`src/rtl/assert_macros.svh`:
```
// assertion macros for the rtl files, included by halfband_fir_filter.sv
`ifndef ASSERT_MACROS_SVH
`define ASSERT_MACROS_SVH

`ifndef SYNTHESIS

// same-cycle implication, checked on every rising edge out of reset
`define ASSERT_IMPL(label, clk, rst_n, ante, cons) \
    label: assert property (@(posedge clk) disable iff (!(rst_n)) (ante) |-> (cons)) \
        else $error("implication check failed");

// next-cycle implication, checked on every rising edge out of reset
`define ASSERT_NEXT(label, clk, rst_n, ante, cons) \
    label: assert property (@(posedge clk) disable iff (!(rst_n)) (ante) |=> (cons)) \
        else $error("next-cycle check failed");

`else

`define ASSERT_IMPL(label, clk, rst_n, ante, cons)
`define ASSERT_NEXT(label, clk, rst_n, ante, cons)

`endif

`endif

```
`src/rtl/hbf_pkg.sv`:
```
package hbf_pkg;

    // filter geometry
    localparam int FILTER_LENGTH = 23;
    localparam int PAIR_COUNT    = (FILTER_LENGTH + 1) / 4;
    localparam int CENTER_TAP    = FILTER_LENGTH / 2;
    localparam int REG_COUNT     = PAIR_COUNT + 1;
    localparam int STEP_W        = $clog2(REG_COUNT);

    // configuration register indexes
    localparam int CFG_INDEX_W   = 3;
    localparam int CENTER_REG    = PAIR_COUNT;

    typedef logic [STEP_W-1:0] step_t;

    localparam step_t LAST_STEP = step_t'(REG_COUNT - 1);

    typedef enum logic [1:0] {
        ST_IDLE,
        ST_MAC,
        ST_FLUSH,
        ST_EMIT
    } hbf_state_t;

    // controller to datapath
    typedef struct packed {
        logic  load;
        logic  mult;
        step_t step;
        logic  acc_add;
        logic  out_load;
    } hbf_cmd_t;

    // datapath to controller
    typedef struct packed {
        logic out_free;
    } hbf_status_t;

endpackage

```
`src/rtl/hbf_ctrl.sv`:
```
module hbf_ctrl (
    input  logic               aclk,
    input  logic               aresetn,
    input  logic               s_tvalid,
    output logic               s_tready,
    input  hbf_pkg::hbf_status_t status,
    output hbf_pkg::hbf_cmd_t  cmd
);
    import hbf_pkg::*;

    hbf_state_t state_reg, state_next;
    step_t      step_reg, step_next;

    // state and step counter
    always_ff @(posedge aclk) begin
        if (!aresetn) begin
            state_reg <= ST_IDLE;
            step_reg  <= '0;
        end else begin
            state_reg <= state_next;
            step_reg  <= step_next;
        end
    end

    // next state and commands
    always_comb begin
        state_next   = state_reg;
        step_next    = step_reg;
        s_tready     = 1'b0;
        cmd          = '0;
        cmd.step     = step_reg;
        unique case (state_reg)
            ST_IDLE: begin
                // input stays closed while reset is held
                s_tready = aresetn;
                if (s_tvalid && s_tready) begin
                    cmd.load   = 1'b1;
                    step_next  = '0;
                    state_next = ST_MAC;
                end
            end
            ST_MAC: begin
                // product of the previous step lands in the accumulator
                cmd.mult    = 1'b1;
                cmd.acc_add = (step_reg != '0);
                if (step_reg == LAST_STEP) begin
                    state_next = ST_FLUSH;
                end else begin
                    step_next = step_reg + step_t'(1);
                end
            end
            ST_FLUSH: begin
                cmd.acc_add = 1'b1;
                state_next  = ST_EMIT;
            end
            ST_EMIT: begin
                if (status.out_free) begin
                    cmd.out_load = 1'b1;
                    state_next   = ST_IDLE;
                end
            end
            default: begin
                state_next = ST_IDLE;
            end
        endcase
    end

endmodule

```
`src/rtl/hbf_datapath.sv`:
```
module hbf_datapath #(
    parameter int SAMPLE_WIDTH = 24,
    parameter int COEF_WIDTH   = 18
) (
    input  logic                          aclk,
    input  logic                          aresetn,
    input  hbf_pkg::hbf_cmd_t             cmd,
    output hbf_pkg::hbf_status_t          status,
    input  logic signed [SAMPLE_WIDTH-1:0] s_sample,
    input  logic                          s_last,
    input  logic                          cfg_we,
    input  logic [hbf_pkg::CFG_INDEX_W-1:0] cfg_index,
    input  logic [COEF_WIDTH-1:0]         cfg_data,
    output logic                          m_tvalid,
    input  logic                          m_tready,
    output logic [SAMPLE_WIDTH-1:0]       m_sample,
    output logic                          m_last
);
    import hbf_pkg::*;

    localparam int PAIR_W  = SAMPLE_WIDTH + 1;
    localparam int PROD_W  = PAIR_W + COEF_WIDTH;
    localparam int ACC_W   = PROD_W + STEP_W;
    localparam int SHIFT_W = ACC_W - (COEF_WIDTH - 1);

    localparam logic signed [ACC_W-1:0] RND_BIAS = ACC_W'(1) << (COEF_WIDTH - 2);
    localparam logic signed [SHIFT_W-1:0] SAT_MAX =
        SHIFT_W'((64'sd1 <<< (SAMPLE_WIDTH - 1)) - 64'sd1);
    localparam logic signed [SHIFT_W-1:0] SAT_MIN = -SAT_MAX - SHIFT_W'(1);

    // past samples; the newest arriving sample is tap 0
    logic signed [SAMPLE_WIDTH-1:0] delay_reg [FILTER_LENGTH-1];
    // operand lines, one pair per step, the centre tap last
    logic signed [SAMPLE_WIDTH-1:0] opa_reg [REG_COUNT];
    logic signed [SAMPLE_WIDTH-1:0] opb_reg [REG_COUNT];
    logic signed [COEF_WIDTH-1:0]   coef_reg [REG_COUNT];
    logic signed [PROD_W-1:0]       prod_reg;
    logic signed [ACC_W-1:0]        acc_reg;
    logic                           be_reg;
    logic                           m_tvalid_reg;
    logic [SAMPLE_WIDTH-1:0]        m_sample_reg;
    logic                           m_last_reg;

    logic signed [PAIR_W-1:0]       pair_sum;
    logic signed [COEF_WIDTH-1:0]   coef_sel;
    logic signed [PROD_W-1:0]       prod_next;
    logic signed [ACC_W-1:0]        rnd_sum;
    logic signed [SHIFT_W-1:0]      shifted;
    logic [SAMPLE_WIDTH-1:0]        sat_val;

    // coefficient bank
    always_ff @(posedge aclk) begin
        if (!aresetn) begin
            for (int i = 0; i < REG_COUNT; i++) begin
                coef_reg[i] <= (i == CENTER_REG) ? (COEF_WIDTH'(1) << (COEF_WIDTH - 2)) : '0;
            end
        end else if (cfg_we && (cfg_index < CFG_INDEX_W'(REG_COUNT))) begin
            coef_reg[cfg_index[STEP_W-1:0]] <= cfg_data;
        end
    end

    // delay line
    always_ff @(posedge aclk) begin
        if (!aresetn) begin
            for (int i = 0; i < FILTER_LENGTH - 1; i++) begin
                delay_reg[i] <= '0;
            end
        end else if (cmd.load) begin
            delay_reg[0] <= s_sample;
            for (int i = 1; i < FILTER_LENGTH - 1; i++) begin
                delay_reg[i] <= delay_reg[i-1];
            end
        end
    end

    // operand lines: loaded from the shifted taps, then stepped down
    always_ff @(posedge aclk) begin
        if (cmd.load) begin
            opa_reg[0] <= s_sample;
            for (int k = 1; k < PAIR_COUNT; k++) begin
                opa_reg[k] <= delay_reg[2*k-1];
            end
            for (int k = 0; k < PAIR_COUNT; k++) begin
                opb_reg[k] <= delay_reg[FILTER_LENGTH-2-2*k];
            end
            opa_reg[PAIR_COUNT] <= delay_reg[CENTER_TAP-1];
            opb_reg[PAIR_COUNT] <= '0;
        end else if (cmd.mult) begin
            for (int k = 0; k < REG_COUNT - 1; k++) begin
                opa_reg[k] <= opa_reg[k+1];
                opb_reg[k] <= opb_reg[k+1];
            end
            opa_reg[REG_COUNT-1] <= '0;
            opb_reg[REG_COUNT-1] <= '0;
        end
    end

    // shared pre-add and multiply
    always_comb begin
        pair_sum  = PAIR_W'(opa_reg[0]) + PAIR_W'(opb_reg[0]);
        coef_sel  = (cmd.step <= LAST_STEP) ? coef_reg[cmd.step] : coef_reg[0];
        prod_next = PROD_W'(pair_sum) * PROD_W'(coef_sel);
    end

    always_ff @(posedge aclk) begin
        if (cmd.mult) begin
            prod_reg <= prod_next;
        end
    end

    // accumulator and block-end flag
    always_ff @(posedge aclk) begin
        if (cmd.load) begin
            acc_reg <= '0;
            be_reg  <= s_last;
        end else if (cmd.acc_add) begin
            acc_reg <= acc_reg + ACC_W'(prod_reg);
        end
    end

    // round to nearest, drop coefficient fraction, saturate
    always_comb begin
        rnd_sum = acc_reg + RND_BIAS;
        shifted = SHIFT_W'(rnd_sum >>> (COEF_WIDTH - 1));
        priority if (shifted > SAT_MAX) begin
            sat_val = SAT_MAX[SAMPLE_WIDTH-1:0];
        end else if (shifted < SAT_MIN) begin
            sat_val = SAT_MIN[SAMPLE_WIDTH-1:0];
        end else begin
            sat_val = shifted[SAMPLE_WIDTH-1:0];
        end
    end

    // output register
    always_ff @(posedge aclk) begin
        if (!aresetn) begin
            m_tvalid_reg <= 1'b0;
        end else if (cmd.out_load) begin
            m_tvalid_reg <= 1'b1;
        end else if (m_tready) begin
            m_tvalid_reg <= 1'b0;
        end
    end

    always_ff @(posedge aclk) begin
        if (cmd.out_load) begin
            m_sample_reg <= sat_val;
            m_last_reg   <= be_reg;
        end
    end

    assign status.out_free = !m_tvalid_reg || m_tready;
    assign m_tvalid        = m_tvalid_reg;
    assign m_sample        = m_sample_reg;
    assign m_last          = m_last_reg;

endmodule

```
`src/rtl/halfband_fir_filter.sv`:
```
// 23-tap halfband FIR filter for signed Q1.23 samples with Q1.17 coefficients. One item in
// gives one item out. The accept edge loads the tap operands, then the single shared
// pre-adder and multiplier take six symmetric pairs, then the centre tap; the last product
// is added, and the sum is rounded, saturated and loaded into the output register once it
// is free, so an item holds the block until its result is loaded. The next item is accepted
// once the result sits in the output register, even while it is still waiting to be taken.
// Coefficients must be written by the user through the cfg channel (index 0 to 5 pair taps,
// 6 centre tap) only while idle; the block does not enforce this. Writes to other indexes
// are dropped. The delay line is cleared by reset; the centre coefficient resets to one half
// and the pair coefficients to zero. Neither input channel is ready while reset is held.
`include "assert_macros.svh"

module halfband_fir_filter #(
    parameter int SAMPLE_WIDTH = 24,
    parameter int COEF_WIDTH   = 18
) (
    input  logic                                     aclk,
    input  logic                                     aresetn,
    // sample_in
    input  logic [((SAMPLE_WIDTH+7)/8)*8-1:0]        s_tdata,
    input  logic                                     s_tlast,
    input  logic                                     s_tvalid,
    output logic                                     s_tready,
    // sample_out, zero padded
    output logic [((SAMPLE_WIDTH+7)/8)*8-1:0]        m_tdata,
    output logic                                     m_tlast,
    output logic                                     m_tvalid,
    input  logic                                     m_tready,
    input  logic                                     cfg_valid,
    output logic                                     cfg_ready,
    input  logic [hbf_pkg::CFG_INDEX_W-1:0]          cfg_index,
    input  logic [COEF_WIDTH-1:0]                    cfg_data
);
    import hbf_pkg::*;

    localparam int TDATA_W = ((SAMPLE_WIDTH + 7) / 8) * 8;

    hbf_cmd_t                cmd;
    hbf_status_t             status;
    logic [SAMPLE_WIDTH-1:0] m_sample;

    assign cfg_ready = aresetn;

    hbf_ctrl u_ctrl (
        .aclk     (aclk),
        .aresetn  (aresetn),
        .s_tvalid (s_tvalid),
        .s_tready (s_tready),
        .status   (status),
        .cmd      (cmd)
    );

    hbf_datapath #(
        .SAMPLE_WIDTH (SAMPLE_WIDTH),
        .COEF_WIDTH   (COEF_WIDTH)
    ) u_datapath (
        .aclk      (aclk),
        .aresetn   (aresetn),
        .cmd       (cmd),
        .status    (status),
        .s_sample  (s_tdata[SAMPLE_WIDTH-1:0]),
        .s_last    (s_tlast),
        .cfg_we    (cfg_valid && cfg_ready),
        .cfg_index (cfg_index),
        .cfg_data  (cfg_data),
        .m_tvalid  (m_tvalid),
        .m_tready  (m_tready),
        .m_sample  (m_sample),
        .m_last    (m_tlast)
    );

    assign m_tdata = TDATA_W'(m_sample);

    // an accepted item keeps the input closed until its result is loaded
    `ASSERT_NEXT(a_busy_after_accept, aclk, aresetn, s_tvalid && s_tready, !s_tready)
    // a result is only loaded into a free output slot
    `ASSERT_IMPL(a_load_free_slot, aclk, aresetn, cmd.out_load, !m_tvalid || m_tready)

endmodule
```
`config.mk`:
```
export PLATFORM = sky130hd
export DESIGN_NAME = halfband_fir_filter
export DESIGN_NICKNAME = d
export VERILOG_FILES = /design/src/rtl/hbf_pkg.sv /design/src/rtl/hbf_ctrl.sv /design/src/rtl/hbf_datapath.sv /design/src/rtl/halfband_fir_filter.sv
export VERILOG_INCLUDE_DIRS = /design/src /design/src/rtl
export SDC_FILE = /design/constraint.sdc
export NUM_CORES = 2
export LEC_CHECK = 0
export BUFFER_PORTS_ARGS = -buffer_cell sky130_fd_sc_hd__buf_2
export CORE_AREA = 2 2 511 361
export CTS_BUF_LIST = sky130_fd_sc_hd__clkbuf_8
export CTS_CLUSTER_SIZE = 14
export DETAILED_ROUTE_END_ITERATION = 6
export DIE_AREA = 0 0 513 363
export MAX_ROUTING_LAYER = met4
export PLACE_DENSITY = 0.6
export SETUP_SLACK_MARGIN = 0.3
export SLEW_MARGIN = 10
export SYNTH_ARGS = -nofsm -noshare
export SYNTH_HDL_FRONTEND = slang
export SYNTH_SLANG_ARGS = --single-unit
```
`constraint.sdc`:
```
create_clock -name aclk -period 24 [get_ports aclk]
set_input_delay 1.2 -clock aclk [delete_from_list [all_inputs] [get_ports aclk]]
set_output_delay 1.2 -clock aclk [all_outputs]
set_load 0.02 [all_outputs]
```
==> impl_metrics.env <==
export IMPL_fp_dieW_um=513
export IMPL_crit_type="reg -> reg"
export IMPL_rsz0062_at_grt="false"
export IMPL_synth_xor_area_share_pct=1.86
export IMPL_mostFrequentLayoutCells="edfxtp_1, inv_1, and3_1, fa_1, nand2_1"
export IMPL_fmax_mhz=105
export IMPL_synth_compound_area_share_pct=4.42
export IMPL_clock_tree_root_cell="clkbuf_8"
export IMPL_placedInstanceArea_mm2=0.0663
export IMPL_num_rows=131
export IMPL_netlist_area_mm2=0.0632
export IMPL_cap_violations=0
export IMPL_hold_buffers=0
export IMPL_dp_hpwl_um=92400
export IMPL_synthMuxAreaShare_pct=6.38
export IMPL_slowest_delay_ps=730
export IMPL_start_util_pct=34.9
export IMPL_tightest_slew_ps=1220
export IMPL_setup_viol=0
export IMPL_async_flop_share_pct=0
export IMPL_cp_end_kind="flop"
export IMPL_grt_use_total_pct=15.8
export IMPL_final_common_cell="edfxtp_1"
export IMPL_finalInstanceArea_mm2=0.0695
export IMPL_max_slew_margin_rel_pct=18.4
export IMPL_pin_count=79
export IMPL_synth_seq_cells=1108
export IMPL_postRouteAntennaNets=0
export IMPL_crit_required_ps=24620
export IMPL_crit_fanout=11
export IMPL_fin_crit_sh_pct=39.7
export IMPL_critPathArrivalTime_ps=10160
export IMPL_synth_edf_count=1035
export IMPL_clockBufferDepth=3
export IMPL_slew_violations=0
export IMPL_multi_input_area_mm2=0.0278
export IMPL_seq_area_frac_synth_pct=51.5
export IMPL_num_nets_final=5813
export IMPL_area_growth_pct=9.91
export IMPL_via_per_inst=4.95
export IMPL_largest_reg_flops=528
export IMPL_critPathSlowestCell="xor2_1"
export IMPL_seqCellArea_mm2=0.0325
export IMPL_synthAdderAreaFrac_pct=17.7
export IMPL_synth_top_family_by_area="adder cells"
export IMPL_syn_inst=5077
export IMPL_fillers=17100
export IMPL_first_global_vias=38500
export IMPL_clock_sinks=1108
export IMPL_core_mm2=0.181
export IMPL_final_setup_tns_ps=0
export IMPL_route_vias_total=38000
export IMPL_ys_types=89
export IMPL_synth_simple_area_share_pct=13.3
export IMPL_cts_resized_gates=0
export IMPL_drt_pass1_iterations=6
export IMPL_clk_pin_slew_ps=60
export IMPL_grt_antenna_before_repair=10
export IMPL_r2r_setup_slack_ps=14460
export IMPL_die_area_mm2=0.186
export IMPL_yosys_most_used_dff="edfxtp_1"
export IMPL_syn_mean_instance_area_um2=12.5
export IMPL_layout_drive_gt1_share_pct=13.8
export IMPL_htreeDepth=4
export IMPL_clk_latency_ps=900
export IMPL_ys_warn_count=0
export IMPL_cpMostUsedCell="fa_1"
export IMPL_fin_util_pct=38.4
export IMPL_cts_tree="yes"
export IMPL_io_buffer_count=78
export IMPL_wl_per_cell_um=18.7
export IMPL_status="complete, no violations"
export IMPL_routabilityCongestion=0.907
export IMPL_finalHoldViolCount=0
export IMPL_wl_um=143000
export IMPL_hold_class="reg -> reg"
export IMPL_cts_buffers=167
export IMPL_fin_crit_ps=9540
export IMPL_drc=0
export IMPL_grt_ovfl_total=0
export IMPL_grt_start_max_net_pins=301
export IMPL_postCtsSetupBuffers=0
export IMPL_clock_skew_ps=47.3
export IMPL_drt_iter0_markers=3644
export IMPL_start_kind="flop"
export IMPL_grt_pass1_wl_um=226000
export IMPL_die_h_um=363
==> worst paths after layout <==
kind / cells after the start / end / startpoint
worst max-delay path: 34 / u_datapath.prod_reg[41] / u_datapath.opb_reg[0][0]
worst max register to register: 34 / u_datapath.prod_reg[41] / u_datapath.opb_reg[0][0]
worst min register to register: 0 / u_datapath.m_last / u_datapath.be_reg
worst min-delay path: 0 / u_datapath.m_last / u_datapath.be_reg
==> layout make-up <==
type	instances	area share, %
well taps	2394	4.31
multi-input cells	3168	39.9
clock buffers	180	3.57
inverters	542	2.93
flip-flops and latches	1108	46.8
clock inverters	131	0.980
repair buffers	148	1.39
diodes	11	0.0396
==> critical path, delay by kind of cell, from the launching register on <==
family          cells  cell delay [ps]
simple gates        3              610
flops               1              330
compound gates     15             3090
buf+inv             5              280
fa+ha+maj           9             4090
xor+xnor            2              880
==> cells in the mapped netlist (all sizes together) (3+ instances only) <==
master | number | area share, %
edfxtp | 1035 | 49
inv | 542 | 3.2
and3 | 470 | 4.7
fa | 443 | 14
nand2 | 428 | 2.5
nor2 | 314 | 1.9
mux2 | 265 | 4.7
clkbuf | 245 | 1.5
ha | 184 | 3.6
and2 | 156 | 1.5
a21oi | 138 | 1.1
o21ai | 100 | 0.85
xnor2 | 87 | 1.2
dfxtp | 73 | 2.3
nand3 | 70 | 0.55
nor2b | 57 | 0.56
a21o | 52 | 0.62
nand2b | 47 | 0.47
xor2 | 47 | 0.65
mux4 | 36 | 1.3
buf | 31 | 0.26
nor3 | 26 | 0.21
mux2i | 24 | 0.38
o21a | 23 | 0.27
a211oi | 21 | 0.27
or3 | 18 | 0.18
a31oi | 16 | 0.18
nand4 | 14 | 0.14
o21bai | 13 | 0.17
nor4 | 10 | 0.13
o31ai | 10 | 0.18
or2 | 10 | 0.10
o211a | 7 | 0.11
nand4b | 6 | 0.083
o211ai | 6 | 0.079
a21boi | 5 | 0.059
nor3b | 5 | 0.059
and4 | 4 | 0.055
o2111ai | 4 | 0.065
o41ai | 4 | 0.11
a2111oi | 3 | 0.051
a31o | 3 | 0.042
==> metal layers <==
| metal | GRT usage, % | vias up | wire (um) |
|---|---|---|---|
| li1 | - | 17600 | - |
| met1 | 24.1 | 19100 | 72500 |
| met2 | 20.9 | 1154 | 56800 |
| met3 | 3.68 | 222 | 11600 |
| met4 | 3.92 | 0 | 2610 |
| met5 | - | - | 0 |
==> metrics by stage <==
stage | std cells | hold WS, ps | worst slack (ps)
floorplan | 5094 | 400 | 9760
global placement | 7360 | 405 | 14530
detailed placement | 7360 | 407 | 14510
CTS | 7671 | 375 | 14500
global route | 7677 | 414 | 13850
finish | 7682 | 422 | 14460
==> logic make-up after synthesis <==
| kind of cell | count (synthesis) |
|---|---|
| AOI/OAI and AO/OA | 421 |
| DFF | 1108 |
| xor gates and xnor gates | 134 |
| buffers and inverters | 818 |
| and+or+nand+nor | 1643 |
| muxes | 325 |
| adders and majority gates | 627 |
| other | 1 |
Power is not shown: default switching activity piles up to over one toggle a cycle in this logic, so the estimate is an artifact.
